`src/rtl/emsi_pkg.sv`:
```
// Shared types, codes and functions for the EMSI data packet body receiver.
// No dependencies; imported by every module of the block.
package emsi_pkg;

  // Input transaction: a received byte or a read timeout.
  typedef struct packed {
    logic       command;
    logic [7:0] rx_byte;
  } in_t;

  // Result transaction: a payload byte or an end-of-packet verdict.
  typedef struct packed {
    logic        kind;
    logic [7:0]  payload_byte;
    logic [1:0]  verdict;
    logic [15:0] packet_length;
  } out_t;

  // Classified item held in the queue between front and back.
  typedef struct packed {
    logic       timeout;
    logic [7:0] rx_byte;
    logic [3:0] nibble;
  } item_t;

  // Queue status seen by the front and the back.
  typedef struct packed {
    logic empty;
    logic full;
  } q_status_t;

  localparam int QDEPTH = 4;
  localparam int QAW    = $clog2(QDEPTH);

  localparam logic       CMD_TIMEOUT = 1'b1;
  localparam logic       KIND_DATA   = 1'b0;
  localparam logic       KIND_VERDICT = 1'b1;
  localparam logic [1:0] VERDICT_GOOD     = 2'd0;
  localparam logic [1:0] VERDICT_MISMATCH = 2'd1;
  localparam logic [1:0] VERDICT_TIMEOUT  = 2'd2;

  localparam logic [15:0] CRC_POLY  = 16'h1021;
  localparam logic [7:0]  CHAR_ZERO = 8'd48;
  localparam logic [7:0]  CHAR_LC_A = 8'd97;
  localparam logic [7:0]  CHAR_LC_Z = 8'd122;
  localparam logic [7:0]  CASE_GAP  = 8'd32;
  localparam logic [7:0]  ALPHA_GAP = 8'd7;

  // One byte of CRC-16/XMODEM, MSB first.
  function automatic logic [15:0] crc_byte(input logic [15:0] crc, input logic [7:0] b);
    logic [15:0] c;
    c = crc ^ {b, 8'h00};
    for (int i = 0; i < 8; i++) begin
      if (c[15]) begin
        c = {c[14:0], 1'b0} ^ CRC_POLY;
      end else begin
        c = {c[14:0], 1'b0};
      end
    end
    return c;
  endfunction

  // Case-insensitive hex digit value; any character gives some nibble.
  function automatic logic [3:0] hex_nibble(input logic [7:0] b);
    logic [7:0] up;
    logic [7:0] v;
    up = b;
    if (up >= CHAR_LC_A && up <= CHAR_LC_Z) begin
      up = up - CASE_GAP;
    end
    v = up - CHAR_ZERO;
    if (up >= CHAR_ZERO && v > 8'd9) begin
      v = v - ALPHA_GAP;
    end
    if (up < CHAR_ZERO) begin
      v = up;
    end
    return v[3:0];
  endfunction

endpackage

```
`src/rtl/emsi_fifo.sv`:
```
// Short queue of classified items between the front and the back.
// Depends on emsi_pkg for the item type and the depth.
module emsi_fifo
  import emsi_pkg::*;
(
  input  logic      clk,
  input  logic      rst_n,
  input  logic      push,
  input  item_t     push_data,
  input  logic      pop,
  output item_t     head,
  output q_status_t status
);

  item_t            mem [QDEPTH];
  logic [QAW-1:0]   wr_ptr_r, wr_ptr_nxt;
  logic [QAW-1:0]   rd_ptr_r, rd_ptr_nxt;
  logic [QAW:0]     count_r, count_nxt;
  logic             do_push, do_pop;

  // Status flags from the fill count.
  assign status.empty = (count_r == '0);
  assign status.full  = (count_r == (QAW+1)'(QDEPTH));
  assign do_push = push && !status.full;
  assign do_pop  = pop && !status.empty;
  assign head    = mem[rd_ptr_r];

  // Pointer and count update.
  always_comb begin
    wr_ptr_nxt = do_push ? wr_ptr_r + QAW'(1) : wr_ptr_r;
    rd_ptr_nxt = do_pop ? rd_ptr_r + QAW'(1) : rd_ptr_r;
    count_nxt  = count_r;
    if (do_push && !do_pop) begin
      count_nxt = count_r + (QAW+1)'(1);
    end else if (do_pop && !do_push) begin
      count_nxt = count_r - (QAW+1)'(1);
    end
  end

  always_ff @(posedge clk) begin
    if (!rst_n) begin
      wr_ptr_r <= '0;
      rd_ptr_r <= '0;
      count_r  <= '0;
    end else begin
      wr_ptr_r <= wr_ptr_nxt;
      rd_ptr_r <= rd_ptr_nxt;
      count_r  <= count_nxt;
    end
  end

  // Storage needs no reset.
  always_ff @(posedge clk) begin
    if (do_push) begin
      mem[wr_ptr_r] <= push_data;
    end
  end

endmodule

```
`src/rtl/emsi_front.sv`:
```
// Front end: accepts input transactions and classifies each byte.
// Depends on emsi_pkg for the transaction types and the hex fold.
module emsi_front
  import emsi_pkg::*;
(
  input  logic      in_valid,
  output logic      in_stall,
  input  in_t       in_data,
  input  q_status_t q_status,
  output logic      push,
  output item_t     push_data
);

  // Accept whenever the queue has room.
  assign in_stall = q_status.full;
  assign push     = in_valid && !q_status.full;

  // Classification: timeout flag and the digit value of the byte.
  always_comb begin
    push_data.timeout = (in_data.command == CMD_TIMEOUT);
    push_data.rx_byte = in_data.rx_byte;
    push_data.nibble  = hex_nibble(in_data.rx_byte);
  end

endmodule

```
`src/rtl/emsi_back.sv`:
```
// Back end: packet sequencer, running CRC and the result register.
// Depends on emsi_pkg for the item and result types and the CRC function.
module emsi_back
  import emsi_pkg::*;
(
  input  logic        clk,
  input  logic        rst_n,
  input  logic        cfg_wr_en,
  input  logic [15:0] cfg_wr_data,
  input  q_status_t   q_status,
  input  item_t       head,
  output logic        pop,
  output logic        out_valid,
  input  logic        out_stall,
  output out_t        out_data
);

  typedef enum logic [1:0] {
    PH_LEN,
    PH_DATA,
    PH_CRC,
    PH_TRAIL
  } phase_t;

  phase_t      phase_r, phase_nxt;
  logic [1:0]  digit_cnt_r, digit_cnt_nxt;
  logic [15:0] len_r, len_nxt;
  logic [15:0] seen_r, seen_nxt;
  logic [15:0] crc_r, crc_nxt;
  logic [15:0] sender_r, sender_nxt;
  logic [15:0] seed_r;
  logic        out_valid_r, out_valid_nxt;
  out_t        out_r, out_nxt;
  logic        emit;
  logic [15:0] crc_base;
  logic [15:0] seen_inc;

  // Take one item per cycle while the result register can move.
  assign pop       = !q_status.empty && (!out_valid_r || !out_stall);
  assign out_valid = out_valid_r;
  assign out_data  = out_r;
  assign crc_base  = (digit_cnt_r == '0) ? seed_r : crc_r;
  assign seen_inc  = seen_r + 16'd1;

  // Seed register; the first length digit of a packet picks it up.
  always_ff @(posedge clk) begin
    if (!rst_n) begin
      seed_r <= '0;
    end else if (cfg_wr_en) begin
      seed_r <= cfg_wr_data;
    end
  end

  // Per-item packet step.
  always_comb begin
    phase_nxt     = phase_r;
    digit_cnt_nxt = digit_cnt_r;
    len_nxt       = len_r;
    seen_nxt      = seen_r;
    crc_nxt       = crc_r;
    sender_nxt    = sender_r;
    emit          = 1'b0;
    out_nxt       = out_r;
    if (pop) begin
      if (phase_r == PH_TRAIL || head.timeout) begin
        // Verdict ends the packet and restarts all state.
        emit                  = 1'b1;
        out_nxt.kind          = KIND_VERDICT;
        out_nxt.payload_byte  = '0;
        out_nxt.packet_length = len_r;
        if (phase_r == PH_TRAIL) begin
          out_nxt.verdict = (crc_r == sender_r) ? VERDICT_GOOD : VERDICT_MISMATCH;
        end else begin
          out_nxt.verdict = VERDICT_TIMEOUT;
        end
        phase_nxt     = PH_LEN;
        digit_cnt_nxt = '0;
        len_nxt       = '0;
        seen_nxt      = '0;
        crc_nxt       = seed_r;
        sender_nxt    = '0;
      end else begin
        unique case (phase_r)
          PH_LEN: begin
            crc_nxt       = crc_byte(crc_base, head.rx_byte);
            len_nxt       = {len_r[11:0], head.nibble};
            digit_cnt_nxt = digit_cnt_r + 2'd1;
            if (digit_cnt_r == 2'd3) begin
              phase_nxt = (len_nxt == '0) ? PH_CRC : PH_DATA;
            end
          end
          PH_DATA: begin
            crc_nxt  = crc_byte(crc_r, head.rx_byte);
            seen_nxt = seen_inc;
            if (seen_inc >= len_r) begin
              phase_nxt = PH_CRC;
            end
            emit                  = 1'b1;
            out_nxt.kind          = KIND_DATA;
            out_nxt.payload_byte  = head.rx_byte;
            out_nxt.verdict       = VERDICT_GOOD;
            out_nxt.packet_length = len_r;
          end
          PH_CRC: begin
            sender_nxt    = {sender_r[11:0], head.nibble};
            digit_cnt_nxt = digit_cnt_r + 2'd1;
            if (digit_cnt_r == 2'd3) begin
              phase_nxt = PH_TRAIL;
            end
          end
          default: begin
            phase_nxt = PH_LEN;
          end
        endcase
      end
    end
    // Result register: load on emit, drain when taken.
    if (emit) begin
      out_valid_nxt = 1'b1;
    end else if (!out_stall) begin
      out_valid_nxt = 1'b0;
    end else begin
      out_valid_nxt = out_valid_r;
    end
  end

  // Control state.
  always_ff @(posedge clk) begin
    if (!rst_n) begin
      phase_r     <= PH_LEN;
      digit_cnt_r <= '0;
      len_r       <= '0;
      seen_r      <= '0;
      crc_r       <= '0;
      sender_r    <= '0;
      out_valid_r <= 1'b0;
    end else begin
      phase_r     <= phase_nxt;
      digit_cnt_r <= digit_cnt_nxt;
      len_r       <= len_nxt;
      seen_r      <= seen_nxt;
      crc_r       <= crc_nxt;
      sender_r    <= sender_nxt;
      out_valid_r <= out_valid_nxt;
    end
  end

  // Result payload needs no reset.
  always_ff @(posedge clk) begin
    out_r <= out_nxt;
  end

endmodule

```
`src/rtl/emsi_data_packet_receiver.sv`:
```
// EMSI data packet body receiver with CRC-16/XMODEM check.
// Usage:
//   in_valid/in_stall/in_data carry one transaction per received byte or
//   read timeout, starting with the four length digits after the header.
//   out_valid/out_stall/out_data give one transaction per payload byte and
//   one verdict transaction (good, mismatch or timeout) at packet end.
//   cfg_wr_en/cfg_wr_data load the CRC seed; write it between packets.
// Timing:
//   An accepted byte enters a four-entry queue; the sequencer takes one
//   item per cycle from it while the result register can move, and each
//   result passes through the queue entry and then the result register.
//   Throughput is one item per cycle while out_stall is low.
// Stall:
//   When the receiver stalls, the result register holds, the sequencer
//   stops, and the queue absorbs up to four more input transactions before
//   in_stall rises.
// Reset:
//   Synchronous active-low rst_n empties the queue, clears the seed to zero
//   and waits for the length digits of a new packet.
// Depends on emsi_pkg, emsi_front, emsi_fifo and emsi_back.
module emsi_data_packet_receiver
  import emsi_pkg::*;
(
  input  logic        clk,
  input  logic        rst_n,
  input  logic        cfg_wr_en,
  input  logic [15:0] cfg_wr_data,
  input  logic        in_valid,
  output logic        in_stall,
  input  in_t         in_data,
  output logic        out_valid,
  input  logic        out_stall,
  output out_t        out_data
);

  q_status_t q_status;
  logic      push;
  logic      pop;
  item_t     push_data;
  item_t     head;

  // Front end: accept and classify.
  emsi_front u_front (
    .in_valid  (in_valid),
    .in_stall  (in_stall),
    .in_data   (in_data),
    .q_status  (q_status),
    .push      (push),
    .push_data (push_data)
  );

  // Queue between the two halves.
  emsi_fifo u_fifo (
    .clk       (clk),
    .rst_n     (rst_n),
    .push      (push),
    .push_data (push_data),
    .pop       (pop),
    .head      (head),
    .status    (q_status)
  );

  // Back end: sequencer, CRC and result register.
  emsi_back u_back (
    .clk         (clk),
    .rst_n       (rst_n),
    .cfg_wr_en   (cfg_wr_en),
    .cfg_wr_data (cfg_wr_data),
    .q_status    (q_status),
    .head        (head),
    .pop         (pop),
    .out_valid   (out_valid),
    .out_stall   (out_stall),
    .out_data    (out_data)
  );

endmodule

```
`config.mk`:
```
export PLATFORM = sky130hd
export DESIGN_NAME = emsi_data_packet_receiver
export DESIGN_NICKNAME = d
export VERILOG_FILES = /design/src/rtl/emsi_pkg.sv /design/src/rtl/emsi_fifo.sv /design/src/rtl/emsi_front.sv /design/src/rtl/emsi_back.sv /design/src/rtl/emsi_data_packet_receiver.sv
export SDC_FILE = /design/constraint.sdc
export NUM_CORES = 1
export LEC_CHECK = 0
export ABC_AREA = 0
export BUFFER_PORTS_ARGS = -buffer_cell sky130_fd_sc_hd__buf_2
export CORE_MARGIN = 1
export CORE_UTILIZATION = 54
export DETAILED_ROUTE_END_ITERATION = 10
export GPL_TIMING_DRIVEN = 0
export HOLD_SLACK_MARGIN = 0.02
export PLACE_DENSITY = 0.72
export SLEW_MARGIN = 20
export SYNTH_ARGS = -nofsm -noshare
export SYNTH_HDL_FRONTEND = slang
export SYNTH_SLANG_ARGS = --single-unit
```
`constraint.sdc`:
```
create_clock -name clk -period 4.5 [get_ports clk]
set_input_delay 0.225 -clock clk [delete_from_list [all_inputs] [get_ports clk]]
set_output_delay 0.225 -clock clk [all_outputs]
set_load 0.02 [all_outputs]
```
==> metrics.csv <==
metric,value,unit
post-route cell area,9620,um2
sw frac,38.8,%
largest net degree at the start of global routing,34,
#FFs+latches synth,173,
post-synth top area cell,edfxtp_1,
Synth Warn #,0,
via/cell ratio,5.51,
port bufs,57,
clock network power share,24.2,%
Final GP Congestion,0.830,
setup repair after global routing missed its margin,false,
r2r endpoint,u_back.phase_r[1]$_SDFFE_PN0P_,
Avg Inst Size Synth,10.5,um2
drt wl/cell,16.7,um
clk sinks,173,
antenna violations before repair,0,
Startpoint Class,flop,
min-delay src,cfg_wr_data[4],
post-CTS resize count,0,
ant diodes,0,
CTS tree,yes,
min Tclk post-route,3.66,ns
crit path max fanout,6,
num ports,59,
DR iter-0 viols,532,
Worst Hold Class,in -> reg,
Leakage,0.00367,uW
Syn-to-layout area delta,13.6,%
first-pass GRT wire length,29.4,mm
Worst setup EP type,flop,
met1 GRT Util,33.2,%
Post-synth top flop,dfxtp_1,
status,"complete, no violations",
filler instances,1243,
skew final,0.0103,ns
Area after DPL,9020,um2
DIE HEIGHT,127,um
grt peak-use layer,met2,
CTS buffer count,17,
die area,16200,um2
Max IR drop VDD,0.000418,V
Synth top area share,28.0,%
hold path depth,3,
critical path data required time,4.84,ns
clk_lat worst skew,0.43,ns
ys async rst share,0,%
core area,15300,um2
DRC,0,
GRT Util Overall,23.9,%
Syn Inst Count,805,
Clock Tree Buf Depth,2,
Synth Net Count,870,
CTS root buf,clkbuf_16,
Final Hold Viols,0,
fin nets,947,
post-synthesis cell type count,59,
"Cell Area, Synth",8470,um2
type of the worst setup path,reg -> reg,
gr ovfl total,0,
Slew @ Worst Pin,0.714,ns
setup bufs post-CTS,0,
NetSw,2360,uW
slew margin rel.,52.4,%
DPL Wire Length,13.5,mm
final period utilization,81.4,%
"Endpoint, Worst Hold",u_back.seed_r[4]$_SDFFE_PN0P_,
antenna-violating nets left,0,
reg2reg setup slack,0.84,ns
Pre-Repair DR Iteration Count,5,
TNS Setup,0,ns
hold buffers post-CTS,1,
clock slew at reported path FFs,0.07,ns
reg2reg start,u_back.seen_r[0]$_SDFFE_PN0P_,
Int Pwr,3720,uW
Rows,45,
layout cell share with drive strength beyond 1,14.4,%
post-synthesis sequential area ratio,50.2,%
number of synthesized flops with an enable pin,79,
Max Clk Rate,0.273,GHz
Max Cap Viol,0,
H-tree depth,4,
DRT Wirelength,18.5,mm
crit path DAT,4.00,ns
worst reg-to-reg path cell count,12,
Setup Viol. Count Final,0,
met3 Use GR,4.19,%
pwr/cell area,632,nW/um2
Initial Util,55.5,%
number of global-route vias before repair,5659,
via count,6096,
die width,127,um
GR Util met2,38.0,%
Area contributors post-synth,"edfxtp_1, dfxtp_1, xnor2_1, ha_1, mux2i_1",
Max Slew Vio Count,0,
sequential power share,35.1,%
Comb power frac,40.7,%
-- flip-flops by register name (all words and copies together), names as in the netlist, named ones only --
signal	count
u_back.digit_cnt_r	2
u_back.out_valid	1
u_back.len_r	16
u_back.sender_r	16
u_fifo.mem	52
u_back.out_data	27
u_fifo.wr_ptr_r	2
u_back.phase_r	2
u_back.crc_r	16
u_back.seen_r	16
u_fifo.count_r	3
u_back.seed_r	16
u_fifo.rd_ptr_r	2
-- worst max path at each step --
stage	start	endpoint	slack, ns	cells after the start
6_report	u_back.seen_r[0]$_SDFFE_PN0P_	u_back.phase_r[1]$_SDFFE_PN0P_	0.84	12
3_3_place_gp	u_back.seen_r[0]$_SDFFE_PN0P_	u_back.phase_r[1]$_SDFFE_PN0P_	0.89	12
2_1_floorplan	u_back.seen_r[0]$_SDFFE_PN0P_	u_back.phase_r[1]$_SDFFE_PN0P_	1.26	12
3_5_place_dp	u_back.seen_r[0]$_SDFFE_PN0P_	u_back.phase_r[1]$_SDFFE_PN0P_	0.89	12
4_1_cts	u_back.seen_r[0]$_SDFFE_PN0P_	u_back.phase_r[1]$_SDFFE_PN0P_	0.84	12
5_1_grt	u_back.seen_r[0]$_SDFFE_PN0P_	u_back.phase_r[1]$_SDFFE_PN0P_	0.63	12
-- power groups by stage --
stage               registers [uW]  logic (uW)  clock network (uW)
global placement              2160        2430                   0
global route                  2160        2700                1560
CTS                           2130        2460                1490
finish                        2130        2470                1470
detailed placement            2170        2440                   0
floorplan                     2240        1760                   0
-- routing by layer --
metal / up-vias / wire, um
li1: 2984 / -
met5: - / 0
met2: 159 / 8660
met4: 0 / 298
met3: 26 / 906
met1: 2927 / 8650
-- cells in the mapped netlist (all sizes together) (2+ instances only) --
master / count
and2: 12
inv: 32
a211oi: 4
a311oi: 5
mux2i: 34
mux4: 11
edfxtp: 79
o211ai: 7
dfxtp: 94
a221oi: 2
nor3b: 2
nor4: 8
buf: 19
and3: 8
mux2: 3
ha: 34
or3: 7
o21ai: 24
nand4b: 2
nand3b: 3
nor2: 68
xnor2: 57
nand3: 40
nand2b: 3
nor2b: 3
a21oi: 64
nand2: 84
nand4: 3
o31a: 2
xor2: 38
a22oi: 5
nor3: 9
o32ai: 2
clkbuf: 27
-- worst max-delay path, stage by stage, from the launching register on --
cell	delay, ns
dfxtp_1	0.45
ha_1	0.26
and3_1	0.25
and3_1	0.17
clkbuf_1	0.24
nand3_1	0.20
or2_2	0.37
xnor2_1	0.15
ha_1	0.28
nand2_1	0.06
or4_1	0.46
a2111o_1	0.42
o32ai_1	0.26
-- through the flow --
step | setup WS (ns) | utilization (%) | instances | power [uW] | hold WS [ns]
after detailed placement | 0.889 | 59.1 | 1073 | 4610 | 0.454
after floorplan | 1.26 | - | 805 | 4000 | 0.324
final | 0.836 | 63.1 | 1106 | 6080 | 0.0266
after global placement | 0.891 | 59.1 | 1073 | 4590 | 0.457
after CTS | 0.841 | 63.1 | 1106 | 6090 | 0.0217
after global routing | 0.634 | 63.1 | 1106 | 6420 | 0.0265
-- area by class of cell --
cell class              instances  area (um2)  area share [%]
flip-flops and latches        173        4250            44.2
inverters                      32         120            1.25
repair buffers                 58         295            3.07
multi-input cells             554        3890            40.5
clock buffers                  17         425            4.42
plain buffers                  46         201            2.09
clock inverters                15         169            1.76
well taps                     211         264            2.74
-- layout by cell type, fill, tap and decap left out, types with 6 or more instances in the layout --
master,synthesis,final
a21oi_1,63,63
and2_1,11,11
and3_1,8,8
buf_2,14,71
clkbuf_1,27,27
clkbuf_16,0,17
dfxtp_1,94,94
edfxtp_1,79,79
ha_1,34,34
inv_1,31,30
mux2i_1,34,34
mux4_2,6,6
nand2_1,84,84
nand3_1,40,40
nor2_1,67,67
nor3_1,8,8
nor4_1,8,8
o211ai_1,7,7
o21ai_0,20,20
or3_1,7,7
xnor2_1,54,54
xor2_1,35,35
-- logic make-up after synthesis --
family | after synthesis | synth area share, %
compound gates | 122 | 8.64
xor+xnor | 95 | 10.6
fa+ha+maj | 35 | 5.26
buf+inv | 78 | 3.80
flops | 173 | 50.2
mux | 48 | 7.61
simple gates | 254 | 13.9
Note: power is estimated with default switching activity, not from simulation.
